--- src/sv/bsac_pkg.sv ---
// shared types and constants for the banded seeded alignment cost unit
`timescale 1ns / 1ps

package bsac_pkg;

    // field widths fixed by the word formats
    localparam int COST_W     = 8;
    localparam int BASE_W     = 2;
    localparam int SYM_W      = 3;
    localparam int RESULT_W   = 16;
    localparam int OFFSET_W   = 2;
    localparam int CFG_IDX_W  = 2;
    localparam int CFG_DATA_W = COST_W;

    // configuration register indexes
    typedef enum logic [CFG_IDX_W-1:0] {
        CFG_MATCH_COST       = 2'd0,
        CFG_MISMATCH_COST    = 2'd1,
        CFG_QUERY_GAP_COST   = 2'd2,
        CFG_SUBJECT_GAP_COST = 2'd3
    } cfg_idx_t;

    // register reset values
    localparam logic [COST_W-1:0] MATCH_COST_RST       = 8'd1;
    localparam logic [COST_W-1:0] MISMATCH_COST_RST    = 8'd3;
    localparam logic [COST_W-1:0] QUERY_GAP_COST_RST   = 8'd2;
    localparam logic [COST_W-1:0] SUBJECT_GAP_COST_RST = 8'd4;

    // band cell offsets
    localparam logic [OFFSET_W-1:0] CELL_LEFT   = 2'd0;
    localparam logic [OFFSET_W-1:0] CELL_CENTER = 2'd1;
    localparam logic [OFFSET_W-1:0] CELL_RIGHT  = 2'd2;

endpackage

--- src/sv/bsac_if.sv ---
// valid/ready channel interfaces for query columns and alignment results
`timescale 1ns / 1ps

interface bsac_in_if;
    logic                           valid;
    logic                           ready;
    logic [bsac_pkg::BASE_W-1:0]    query_base;
    logic [bsac_pkg::SYM_W-1:0]     subj_left;
    logic [bsac_pkg::SYM_W-1:0]     subj_center;
    logic [bsac_pkg::SYM_W-1:0]     subj_right;
    logic                           first_column;
    logic                           left_blocked;
    logic                           in_seed;
    logic                           last_column;
    logic                           end_trim;

    modport source (
        output valid, query_base, subj_left, subj_center, subj_right,
               first_column, left_blocked, in_seed, last_column, end_trim,
        input  ready
    );

    modport sink (
        input  valid, query_base, subj_left, subj_center, subj_right,
               first_column, left_blocked, in_seed, last_column, end_trim,
        output ready
    );
endinterface

interface bsac_out_if;
    logic                           valid;
    logic                           ready;
    logic [bsac_pkg::RESULT_W-1:0]  best_score;
    logic [bsac_pkg::OFFSET_W-1:0]  end_offset;

    modport source (
        output valid, best_score, end_offset,
        input  ready
    );

    modport sink (
        input  valid, best_score, end_offset,
        output ready
    );
endinterface

--- src/sv/banded_seeded_alignment_cost_unit.sv ---
// banded seeded alignment cost unit: three-cell column update and final minimum
//
// Usage: one query column word enters on the query channel per clock while ready;
// it carries the query base, the three band subject symbols and the column flags.
// A word with last_column set yields one result word on the result channel
// (best score and band offset of its first minimum); other words yield none.
// Costs are set through the cfg_we/cfg_index/cfg_wdata write port while idle.
// Path: a last column word passes from the input register through the column
// update into the final stage, then through the minimum search into the result
// register. Throughput: one column word per clock while query.ready is high; the
// column update result feeds the next column through the column score registers.
// Reset: costs return to 1/3/2/4 and the column scores to zero; no words are held.
// Stall: while the result word waits, column words without last_column keep
// flowing; a further last column word waits in the pipeline until the final
// stage frees, and query.ready falls once the input register is held.
`timescale 1ns / 1ps

module banded_seeded_alignment_cost_unit #(
    parameter int SCORE_WIDTH = 16
) (
    input  logic                                   clk,
    input  logic                                   rst_n,
    bsac_in_if.sink                                query,
    bsac_out_if.source                             result,
    input  logic                                   cfg_we,
    input  logic [bsac_pkg::CFG_IDX_W-1:0]         cfg_index,
    input  logic [bsac_pkg::CFG_DATA_W-1:0]        cfg_wdata
);

    localparam logic [SCORE_WIDTH-1:0] INF = {1'b0, {(SCORE_WIDTH-1){1'b1}}};

    // configuration registers
    logic [bsac_pkg::COST_W-1:0] match_cost_reg;
    logic [bsac_pkg::COST_W-1:0] mismatch_cost_reg;
    logic [bsac_pkg::COST_W-1:0] query_gap_cost_reg;
    logic [bsac_pkg::COST_W-1:0] subject_gap_cost_reg;

    // input stage
    logic                           in_vld_reg;
    logic [bsac_pkg::BASE_W-1:0]    in_query_reg;
    logic [bsac_pkg::SYM_W-1:0]     in_s0_reg;
    logic [bsac_pkg::SYM_W-1:0]     in_s1_reg;
    logic [bsac_pkg::SYM_W-1:0]     in_s2_reg;
    logic                           in_first_reg;
    logic                           in_blocked_reg;
    logic                           in_seed_reg;
    logic                           in_last_reg;
    logic                           in_trim_reg;

    // column state
    logic [SCORE_WIDTH-1:0]         col0_reg, col1_reg, col2_reg;
    logic [SCORE_WIDTH-1:0]         col0_next, col1_next, col2_next;

    // final column stage
    logic                           fin_vld_reg;
    logic [SCORE_WIDTH-1:0]         fin_c0_reg, fin_c1_reg, fin_c2_reg;
    logic                           fin_trim_reg;

    // result stage
    logic                           out_vld_reg;
    logic [SCORE_WIDTH-1:0]         best_reg;
    logic [bsac_pkg::OFFSET_W-1:0]  offset_reg;
    logic [SCORE_WIDTH-1:0]         best_next;
    logic [bsac_pkg::OFFSET_W-1:0]  offset_next;

    // handshake
    logic out_free, fin_go, fin_free, col_go;

    function automatic logic [SCORE_WIDTH-1:0] add_cost(
        input logic [SCORE_WIDTH-1:0]      a,
        input logic [bsac_pkg::COST_W-1:0] c
    );
        return a + SCORE_WIDTH'(c);
    endfunction

    function automatic logic [SCORE_WIDTH-1:0] pick_lower(
        input logic [SCORE_WIDTH-1:0] a,
        input logic [SCORE_WIDTH-1:0] b
    );
        return (a < b) ? a : b;
    endfunction

    // pipeline advance
    assign out_free = !out_vld_reg || result.ready;
    assign fin_go   = fin_vld_reg && out_free;
    assign fin_free = !fin_vld_reg || out_free;
    assign col_go   = in_vld_reg && (!in_last_reg || fin_free);
    assign query.ready = !in_vld_reg || col_go;

    // cost register writes
    always_ff @(posedge clk or negedge rst_n)
    begin
        if (!rst_n)
        begin
            match_cost_reg       <= bsac_pkg::MATCH_COST_RST;
            mismatch_cost_reg    <= bsac_pkg::MISMATCH_COST_RST;
            query_gap_cost_reg   <= bsac_pkg::QUERY_GAP_COST_RST;
            subject_gap_cost_reg <= bsac_pkg::SUBJECT_GAP_COST_RST;
        end
        else if (cfg_we)
        begin
            case (bsac_pkg::cfg_idx_t'(cfg_index))
                bsac_pkg::CFG_MATCH_COST:       match_cost_reg       <= cfg_wdata;
                bsac_pkg::CFG_MISMATCH_COST:    mismatch_cost_reg    <= cfg_wdata;
                bsac_pkg::CFG_QUERY_GAP_COST:   query_gap_cost_reg   <= cfg_wdata;
                bsac_pkg::CFG_SUBJECT_GAP_COST: subject_gap_cost_reg <= cfg_wdata;
                default: ;
            endcase
        end
    end

    // input register
    always_ff @(posedge clk or negedge rst_n)
    begin
        if (!rst_n)
        begin
            in_vld_reg <= 1'b0;
        end
        else if (query.ready)
        begin
            in_vld_reg <= query.valid;
        end
    end

    always_ff @(posedge clk)
    begin
        if (query.valid && query.ready)
        begin
            in_query_reg   <= query.query_base;
            in_s0_reg      <= query.subj_left;
            in_s1_reg      <= query.subj_center;
            in_s2_reg      <= query.subj_right;
            in_first_reg   <= query.first_column;
            in_blocked_reg <= query.left_blocked;
            in_seed_reg    <= query.in_seed;
            in_last_reg    <= query.last_column;
            in_trim_reg    <= query.end_trim;
        end
    end

    // column update: diagonal, subject gap, then query gap down the band
    always_comb
    begin
        logic [SCORE_WIDTH-1:0]      p0, p1, p2, c0, c1;
        logic [bsac_pkg::SYM_W-1:0]  qsym;
        logic [bsac_pkg::COST_W-1:0] d0, d1, d2;

        qsym = {1'b0, in_query_reg};
        d0 = (in_s0_reg == qsym) ? match_cost_reg : mismatch_cost_reg;
        d1 = (in_s1_reg == qsym) ? match_cost_reg : mismatch_cost_reg;
        d2 = (in_s2_reg == qsym) ? match_cost_reg : mismatch_cost_reg;
        c0 = '0;
        c1 = '0;

        if (in_first_reg)
        begin
            p0 = in_blocked_reg ? INF : '0;
            p1 = '0;
            p2 = '0;
        end
        else
        begin
            p0 = col0_reg;
            p1 = col1_reg;
            p2 = col2_reg;
        end

        if (in_seed_reg)
        begin
            col0_next = INF;
            col1_next = add_cost(p1, match_cost_reg);
            col2_next = INF;
        end
        else
        begin
            c0 = pick_lower(add_cost(p0, d0), add_cost(p1, subject_gap_cost_reg));
            c1 = pick_lower(add_cost(p1, d1), add_cost(p2, subject_gap_cost_reg));
            c1 = pick_lower(c1, add_cost(c0, query_gap_cost_reg));
            col0_next = c0;
            col1_next = c1;
            col2_next = pick_lower(add_cost(p2, d2), add_cost(c1, query_gap_cost_reg));
        end
    end

    // column state registers
    always_ff @(posedge clk or negedge rst_n)
    begin
        if (!rst_n)
        begin
            col0_reg <= '0;
            col1_reg <= '0;
            col2_reg <= '0;
        end
        else if (col_go)
        begin
            col0_reg <= col0_next;
            col1_reg <= col1_next;
            col2_reg <= col2_next;
        end
    end

    // final column capture for last column words
    always_ff @(posedge clk or negedge rst_n)
    begin
        if (!rst_n)
        begin
            fin_vld_reg <= 1'b0;
        end
        else if (fin_free)
        begin
            fin_vld_reg <= col_go && in_last_reg;
        end
    end

    always_ff @(posedge clk)
    begin
        if (fin_free && col_go && in_last_reg)
        begin
            fin_c0_reg   <= col0_next;
            fin_c1_reg   <= col1_next;
            fin_c2_reg   <= col2_next;
            fin_trim_reg <= in_trim_reg;
        end
    end

    // first strict minimum below infinity over the usable cells
    always_comb
    begin
        best_next   = INF;
        offset_next = bsac_pkg::CELL_LEFT;
        if (fin_c0_reg < best_next)
        begin
            best_next   = fin_c0_reg;
            offset_next = bsac_pkg::CELL_LEFT;
        end
        if (fin_c1_reg < best_next)
        begin
            best_next   = fin_c1_reg;
            offset_next = bsac_pkg::CELL_CENTER;
        end
        if (!fin_trim_reg && (fin_c2_reg < best_next))
        begin
            best_next   = fin_c2_reg;
            offset_next = bsac_pkg::CELL_RIGHT;
        end
    end

    // result register
    always_ff @(posedge clk or negedge rst_n)
    begin
        if (!rst_n)
        begin
            out_vld_reg <= 1'b0;
        end
        else if (out_free)
        begin
            out_vld_reg <= fin_vld_reg;
        end
    end

    always_ff @(posedge clk)
    begin
        if (fin_go)
        begin
            best_reg   <= best_next;
            offset_reg <= offset_next;
        end
    end

    // result word, low 16 bits of the score
    logic [SCORE_WIDTH+bsac_pkg::RESULT_W-1:0] best_ext;
    assign best_ext          = {{bsac_pkg::RESULT_W{1'b0}}, best_reg};
    assign result.valid      = out_vld_reg;
    assign result.best_score = best_ext[bsac_pkg::RESULT_W-1:0];
    assign result.end_offset = offset_reg;

    // a word in the input register is never dropped while the column stage waits
    assert property (@(posedge clk) disable iff (!rst_n)
        (in_vld_reg && !col_go) |=> in_vld_reg)
        else $error("input word lost while stalled");

    // seed columns leave only the centre cell usable
    assert property (@(posedge clk) disable iff (!rst_n)
        (col_go && in_seed_reg) |=> (col0_reg == INF && col2_reg == INF))
        else $error("seed column left side cells usable");

    // a new result word only follows a captured final column
    assert property (@(posedge clk) disable iff (!rst_n)
        $rose(out_vld_reg) |-> $past(fin_vld_reg))
        else $error("result word without a last column");

    // the reported score never exceeds infinity and the offset stays in the band
    assert property (@(posedge clk) disable iff (!rst_n)
        out_vld_reg |-> (best_reg <= INF && offset_reg <= bsac_pkg::CELL_RIGHT))
        else $error("result word out of range");

    // no usable cell reports offset zero
    assert property (@(posedge clk) disable iff (!rst_n)
        (out_vld_reg && best_reg == INF) |-> offset_reg == bsac_pkg::CELL_LEFT)
        else $error("empty result with nonzero offset");

endmodule

--- src/flat_wrapper.sv ---
// flat-port wrapper written by rule: the top's interface ports become plain ports
module banded_seeded_alignment_cost_unit_flat 
#(
    parameter int SCORE_WIDTH = 16
)
  (clk, rst_n, cfg_we, cfg_index, cfg_wdata, query_valid, query_query_base, query_subj_left, query_subj_center, query_subj_right, query_first_column, query_left_blocked, query_in_seed, query_last_column, query_end_trim, query_ready, result_valid, result_best_score, result_end_offset, result_ready);
  bsac_in_if query_i ();
  bsac_out_if result_i ();
  input  logic clk;
  input  logic rst_n;
  input  logic cfg_we;
  input  logic [bsac_pkg::CFG_IDX_W-1:0] cfg_index;
  input  logic [bsac_pkg::CFG_DATA_W-1:0] cfg_wdata;
  input wire logic [$bits(query_i.valid)-1:0] query_valid;
  input wire logic [$bits(query_i.query_base)-1:0] query_query_base;
  input wire logic [$bits(query_i.subj_left)-1:0] query_subj_left;
  input wire logic [$bits(query_i.subj_center)-1:0] query_subj_center;
  input wire logic [$bits(query_i.subj_right)-1:0] query_subj_right;
  input wire logic [$bits(query_i.first_column)-1:0] query_first_column;
  input wire logic [$bits(query_i.left_blocked)-1:0] query_left_blocked;
  input wire logic [$bits(query_i.in_seed)-1:0] query_in_seed;
  input wire logic [$bits(query_i.last_column)-1:0] query_last_column;
  input wire logic [$bits(query_i.end_trim)-1:0] query_end_trim;
  output wire logic [$bits(query_i.ready)-1:0] query_ready;
  output wire logic [$bits(result_i.valid)-1:0] result_valid;
  output wire logic [$bits(result_i.best_score)-1:0] result_best_score;
  output wire logic [$bits(result_i.end_offset)-1:0] result_end_offset;
  input wire logic [$bits(result_i.ready)-1:0] result_ready;
  assign query_i.valid = query_valid;
  assign query_i.query_base = query_query_base;
  assign query_i.subj_left = query_subj_left;
  assign query_i.subj_center = query_subj_center;
  assign query_i.subj_right = query_subj_right;
  assign query_i.first_column = query_first_column;
  assign query_i.left_blocked = query_left_blocked;
  assign query_i.in_seed = query_in_seed;
  assign query_i.last_column = query_last_column;
  assign query_i.end_trim = query_end_trim;
  assign query_ready = query_i.ready;
  assign result_valid = result_i.valid;
  assign result_best_score = result_i.best_score;
  assign result_end_offset = result_i.end_offset;
  assign result_i.ready = result_ready;
  banded_seeded_alignment_cost_unit #(.SCORE_WIDTH(SCORE_WIDTH)) u_core (.clk(clk), .rst_n(rst_n), .query(query_i), .result(result_i), .cfg_we(cfg_we), .cfg_index(cfg_index), .cfg_wdata(cfg_wdata));
endmodule
--- config.mk ---
export PLATFORM = sky130hd
export DESIGN_NAME = banded_seeded_alignment_cost_unit_flat
export DESIGN_NICKNAME = d
export VERILOG_FILES = /design/src/sv/bsac_pkg.sv /design/src/sv/bsac_if.sv /design/src/sv/banded_seeded_alignment_cost_unit.sv /design/src/flat_wrapper.sv
export SDC_FILE = /design/constraint.sdc
export NUM_CORES = 1
export LEC_CHECK = 0
export ABC_CLOCK_PERIOD_IN_PS = 33400
export BUFFER_PORTS_ARGS = -buffer_cell sky130_fd_sc_hd__buf_2
export CELL_PAD_IN_SITES_DETAIL_PLACEMENT = 0
export CELL_PAD_IN_SITES_GLOBAL_PLACEMENT = 1
export CORE_MARGIN = 5
export CORE_UTILIZATION = 50
export CTS_CLUSTER_DIAMETER = 80
export DETAILED_ROUTE_END_ITERATION = 10
export PLACE_DENSITY = 0.87
export SYNTH_ARGS = -nofsm -noshare
export SYNTH_HDL_FRONTEND = slang
export SYNTH_SLANG_ARGS = --single-unit
export TNS_END_PERCENT = 1
--- constraint.sdc ---
create_clock -name clk -period 33.4 [get_ports clk]
set_clock_uncertainty 0.15 [all_clocks]
set_input_delay 6.68 -clock clk [delete_from_list [all_inputs] [get_ports clk]]
set_output_delay 6.68 -clock clk [all_outputs]
set_load 0.1 [all_outputs]
---- Word-level counts from Yosys, hierarchy flattened ----
Cells that the tools add are included.
word-level totals
  flip-flop bits (word level) ............. 166
  input port bits ......................... 31
  output and inout bits ................... 20
cells by class
  add/subtract/negate cells ............... 8
  muxes and demuxes ....................... 18
  order comparisons ....................... 7
  reduce and logical (&&, ||, !) cells .... 21
  eq/ne operators ......................... 6
operators by type and width
  cell                    count
  $mux W16                13
  $add A16 B8 Y16         8
  $lt A16 B16 Y1          6
  $mux W8                 3
  $lt A16 B15 Y1 const B  1
  $mux W15                1
  $eq A3 B2 Y1            3
  $reduce_and A2 Y1       4
  $logic_and A1 B1 Y1     7
  $logic_not A1 Y1        5
  $eq A2 B2 Y1 const B    2
  $logic_or A1 B1 Y1      4
  $eq A2 B1 Y1 const B    1
  $logic_not A2 Y1        1
  $mux W1                 1

---- Longest topological paths before layout ----
  depth in word-level cells ............... 12
  mapped depth ............................ 66
  depth with buffers taken out ............ 62

---- Worst setup path after synthesis ----
OpenSTA, ideal clock, no wires.
  path kind ............................... input -> output
  from .................................... in result_ready
  to ...................................... out query_ready
  stages .................................. 3
  arrival time ............................ 7.812 ns
  slack ................................... 18.758 ns
  path through ............................ nand2b_1 -> nor2_1 -> nand3_1
between the ends
  word-level cells in the longest chain between the ends .. 5
RTL lines
  item                 RTL line                                 text
  start, declared      flat_wrapper.sv:28                       input wire logic [$bits(result_i.ready)-1:0] result_ready;
  $logic_or A1 B1 Y1   banded_seeded_alignment_cost_unit.sv:84  assign out_free = !out_vld_reg || result.ready;
  $logic_or A1 B1 Y1   banded_seeded_alignment_cost_unit.sv:86  assign fin_free = !fin_vld_reg || out_free;
  $logic_or A1 B1 Y1   banded_seeded_alignment_cost_unit.sv:87  assign col_go = in_vld_reg && (!in_last_reg || fin_free);
  $logic_and A1 B1 Y1  banded_seeded_alignment_cost_unit.sv:87
  $logic_or A1 B1 Y1   banded_seeded_alignment_cost_unit.sv:88  assign query.ready = !in_vld_reg || col_go;
  end, declared        flat_wrapper.sv:24                       output wire logic [$bits(query_i.ready)-1:0] query_ready;
No other way between the ends.

---- Final worst setup path ----
  from .................................... reg u_core.in_first_reg
  to ...................................... reg u_core.col2_reg[0]
between the ends
  word-level cells in the longest chain between the ends .. 11
RTL lines
  item                           RTL line                                  text
  start, declared                banded_seeded_alignment_cost_unit.sv:44   logic in_first_reg;
  start signal, assigned         banded_seeded_alignment_cost_unit.sv:133  in_first_reg <= query.first_column;
  $mux W16                       banded_seeded_alignment_cost_unit.sv:155  if (in_first_reg)
  $add A16 B8 Y16                banded_seeded_alignment_cost_unit.sv:73   return a + SCORE_WIDTH'(c);
  $lt A16 B16 Y1                 banded_seeded_alignment_cost_unit.sv:80   return (a < b) ? a : b;
  $mux W16                       banded_seeded_alignment_cost_unit.sv:80
  $add A16 B8 Y16                banded_seeded_alignment_cost_unit.sv:73
  $lt A16 B16 Y1                 banded_seeded_alignment_cost_unit.sv:80
  $mux W16                       banded_seeded_alignment_cost_unit.sv:80
  $add A16 B8 Y16                banded_seeded_alignment_cost_unit.sv:73
  $lt A16 B16 Y1                 banded_seeded_alignment_cost_unit.sv:80
  $mux W16 *                     banded_seeded_alignment_cost_unit.sv:80
  $mux W16 *                     banded_seeded_alignment_cost_unit.sv:168  if (in_seed_reg)
  named net u_core.col2_next[0]  banded_seeded_alignment_cost_unit.sv:52   logic [SCORE_WIDTH-1:0] col0_next, col1_next, col2_next;
  end signal, assigned           banded_seeded_alignment_cost_unit.sv:198  col2_reg <= col2_next;
  end, declared                  banded_seeded_alignment_cost_unit.sv:51   logic [SCORE_WIDTH-1:0] col0_reg, col1_reg, col2_reg;
The timed path passes the listed nets; every way through them passes the cells marked *.
A chain may end at the register's enable or synchronous reset.

==> impl_metrics.ini <==
[outcome]
status = complete, no violations

[min_path]
hold_class = reg2reg

[critical_path]
slowest_delay_ps = 750
cp-start-kind = flop
crit_type = reg2reg
slowest_stage = and2_0
worstPathArrival_ps = 14880
endpoint_kind = flop
cp_max_fo = 52
cp_common_cell = ha_1
crit_required_ps = 33630

[logic_synthesis]
ys_types = 88
yosysTopAreaCell = edfxtp_1
synthSimpleGateAreaFrac_pct = 14.47
ys_top_cells_by_count = ha_1, nand2_1, mux2_2, inv_1, nor2_1
syn-instance-count = 1461
synth_xor_area_share_pct = 5.792
synth-edff-count = 83
yosys-mux-area-fraction_pct = 10.90
syn_area_um2 = 14020
syn_area_per_cell_um2 = 9.597
synth_ff_type = edfxtp_1
synth_fp_nets = 1655
synthAdderAreaFrac_pct = 14.97
yosys.area.top_type_share_pct = 17.78
synthTopCellsByArea = edfxtp_1, dfrtp_1, ha_1
async_flop_share_pct = 50.00
synth.most_common_cell = ha_1
synth_compound_area_share_pct = 17.50
yosysSeqAreaShare_pct = 32.63
yosysWarnings = 0
synth_top_family_by_area = compound AO/OA/AOI/OAI gates
ys_seq_elements = 166

[detailed_routing]
drt_iter0_drc = 698
drc = 0
via_count = 11129
route.antenna.remaining_nets = 0
wl_per_cell_um = 20.26
dr.pass1.iters = 5
wl_mm = 38.40
vias_per_cell = 5.873

[placed_design]
gp_congestion = 0.9417
hpwl_mm = 30.24
dp_worst_setup_slack_ps = 18890
dpl.cell_count = 1863
numPortBuffers = 50

[timing]
finalCritPeriodShare_pct = 43.86
finalSetupViolCount = 0
slew_violations = 0
worst_slack_ps = 18750
finalHoldViolations = 0
rsz0062_at_grt = false
worstMarginPinSlew_ps = 1058
slew_headroom_pct = 29.47
final.setup.tns_ps = 0
fmax_mhz = 68.26
fin_crit_ps = 14650

[run]
drv_cap = 0

[clocking]
numCtsBuffers = 17
holdBufCountCts = 0
cts_tree = built
post-cts-setup-buffers = 0
cts_resized = 0
root_buffer = clkbuf_16
cts_max_level = 4
cts.sinks = 166
clkTransAtPathRegs_ps = 80
cts_buffer_depth = 2
clk-insertion-delay-late_ps = 440

[finish]
layout.cells.non_filler = 1895
diodes = 0
area_delta_synth_final_pct = 9.263
drive_above_1_share_pct = 15.89
fill_cells = 2501
fin_nets = 1698

[global_route]
grt_max_degree = 65
overflow = 0
grt_pass1_vias = 10969
antenna_found_initial = 1
grt_pass1_wl_mm = 59.77
grt.total_usage_pct = 24.59

[floorplan]
die_h_um = 177.5
pin_count = 51
die_area_um2 = 31490
fp.dieW_um = 177.5
num_rows = 61
initial_core_util_pct = 50.61
core-area_um2 = 27710
-- critical path: cells and delay by family, from the launching register on --
family	cells	cell delay [ps]
AO/OA/AOI/OAI	23	6070
AND/OR/NAND/NOR	14	3260
adder cells (fa/ha/maj)	7	2110
multiplexers	4	1590
buffers and inverters	4	920
flip-flops	1	330
XOR/XNOR	1	140
-- metrics by stage --
step | utilization [%] | hold WS [ps] | instance area [µm²]
3_3_place_gp | 53.06 | 258.9 | 14700
4_1_cts | 55.30 | 287.7 | 15320
6_report | 55.30 | 286.0 | 15320
3_5_place_dp | 53.06 | 268.5 | 14700
5_1_grt | 55.30 | 310.7 | 15320
2_1_floorplan | - | 250.3 | 14020
-- cells by family after synthesis --
logic type	Yosys count
AND/OR/NAND/NOR	400
AO/OA/AOI/OAI	364
flip-flops	166
adder cells (fa/ha/maj)	163
multiplexers	140
buffers and inverters	136
XOR/XNOR	91
other	1
-- placed cells by master (no fill, tap or decap), types with 10 or more instances in the layout --
master | synthesis | layout
nor2_1 | 93 | 92
or2_2 | 11 | 11
clkbuf_16 | 0 | 17
nand4_1 | 20 | 20
nand3_1 | 27 | 27
nand2_1 | 101 | 101
xnor2_1 | 59 | 59
dfrtp_1 | 78 | 78
o21bai_1 | 10 | 10
xor2_1 | 30 | 30
nand2b_1 | 33 | 33
inv_1 | 98 | 98
buf_4 | 2 | 13
nor2b_1 | 40 | 40
o21ai_0 | 81 | 79
buf_2 | 2 | 49
and2_1 | 13 | 12
a21oi_1 | 82 | 82
mux2_2 | 100 | 100
nor3_1 | 23 | 22
edfxtp_1 | 83 | 83
mux2i_1 | 39 | 39
o21a_1 | 18 | 18
ha_1 | 155 | 155
a21o_1 | 59 | 59
-- layer usage --
metal | global-route usage (%) | vias up | part of all wire, %
met5 | 0 | - | 0
met4 | 10.70 | 0 | 4.3
met3 | 3.068 | 77 | 5.2
met2 | 40.37 | 344 | 46
met1 | 32.74 | 5306 | 44
li1 | - | 5402 | -
-- final cells by class --
class	instances	area [µm²]	share of cell area, %
clock buffer	18	429.2	2.801
timing repair buffer	62	342.8	2.238
clock inverter	14	188.9	1.233
multi-input combinational	1159	8942	58.37
tap	378	473.0	3.087
sequential	166	4576	29.87
inverter	98	367.9	2.401
-- final timing paths --
path,startpoint,endpoint,slack [ps],depth (start not counted)
hold / removal,u_core.in_trim_reg,u_core.fin_trim_reg,290,0
hold reg to reg,u_core.in_trim_reg,u_core.fin_trim_reg,290,0
setup reg to reg,u_core.in_first_reg,u_core.col2_reg[0],18750,53
min in group asynchronous,rst_n,u_core.col2_reg[2],5970,1
setup / recovery,u_core.in_first_reg,u_core.col2_reg[0],18750,53
max in group asynchronous,rst_n,u_core.col0_reg[14],25950,2
Power is left out: the tool's default activity adds up to more than one toggle a clock period on the data nets, which glitch-free logic cannot reach.
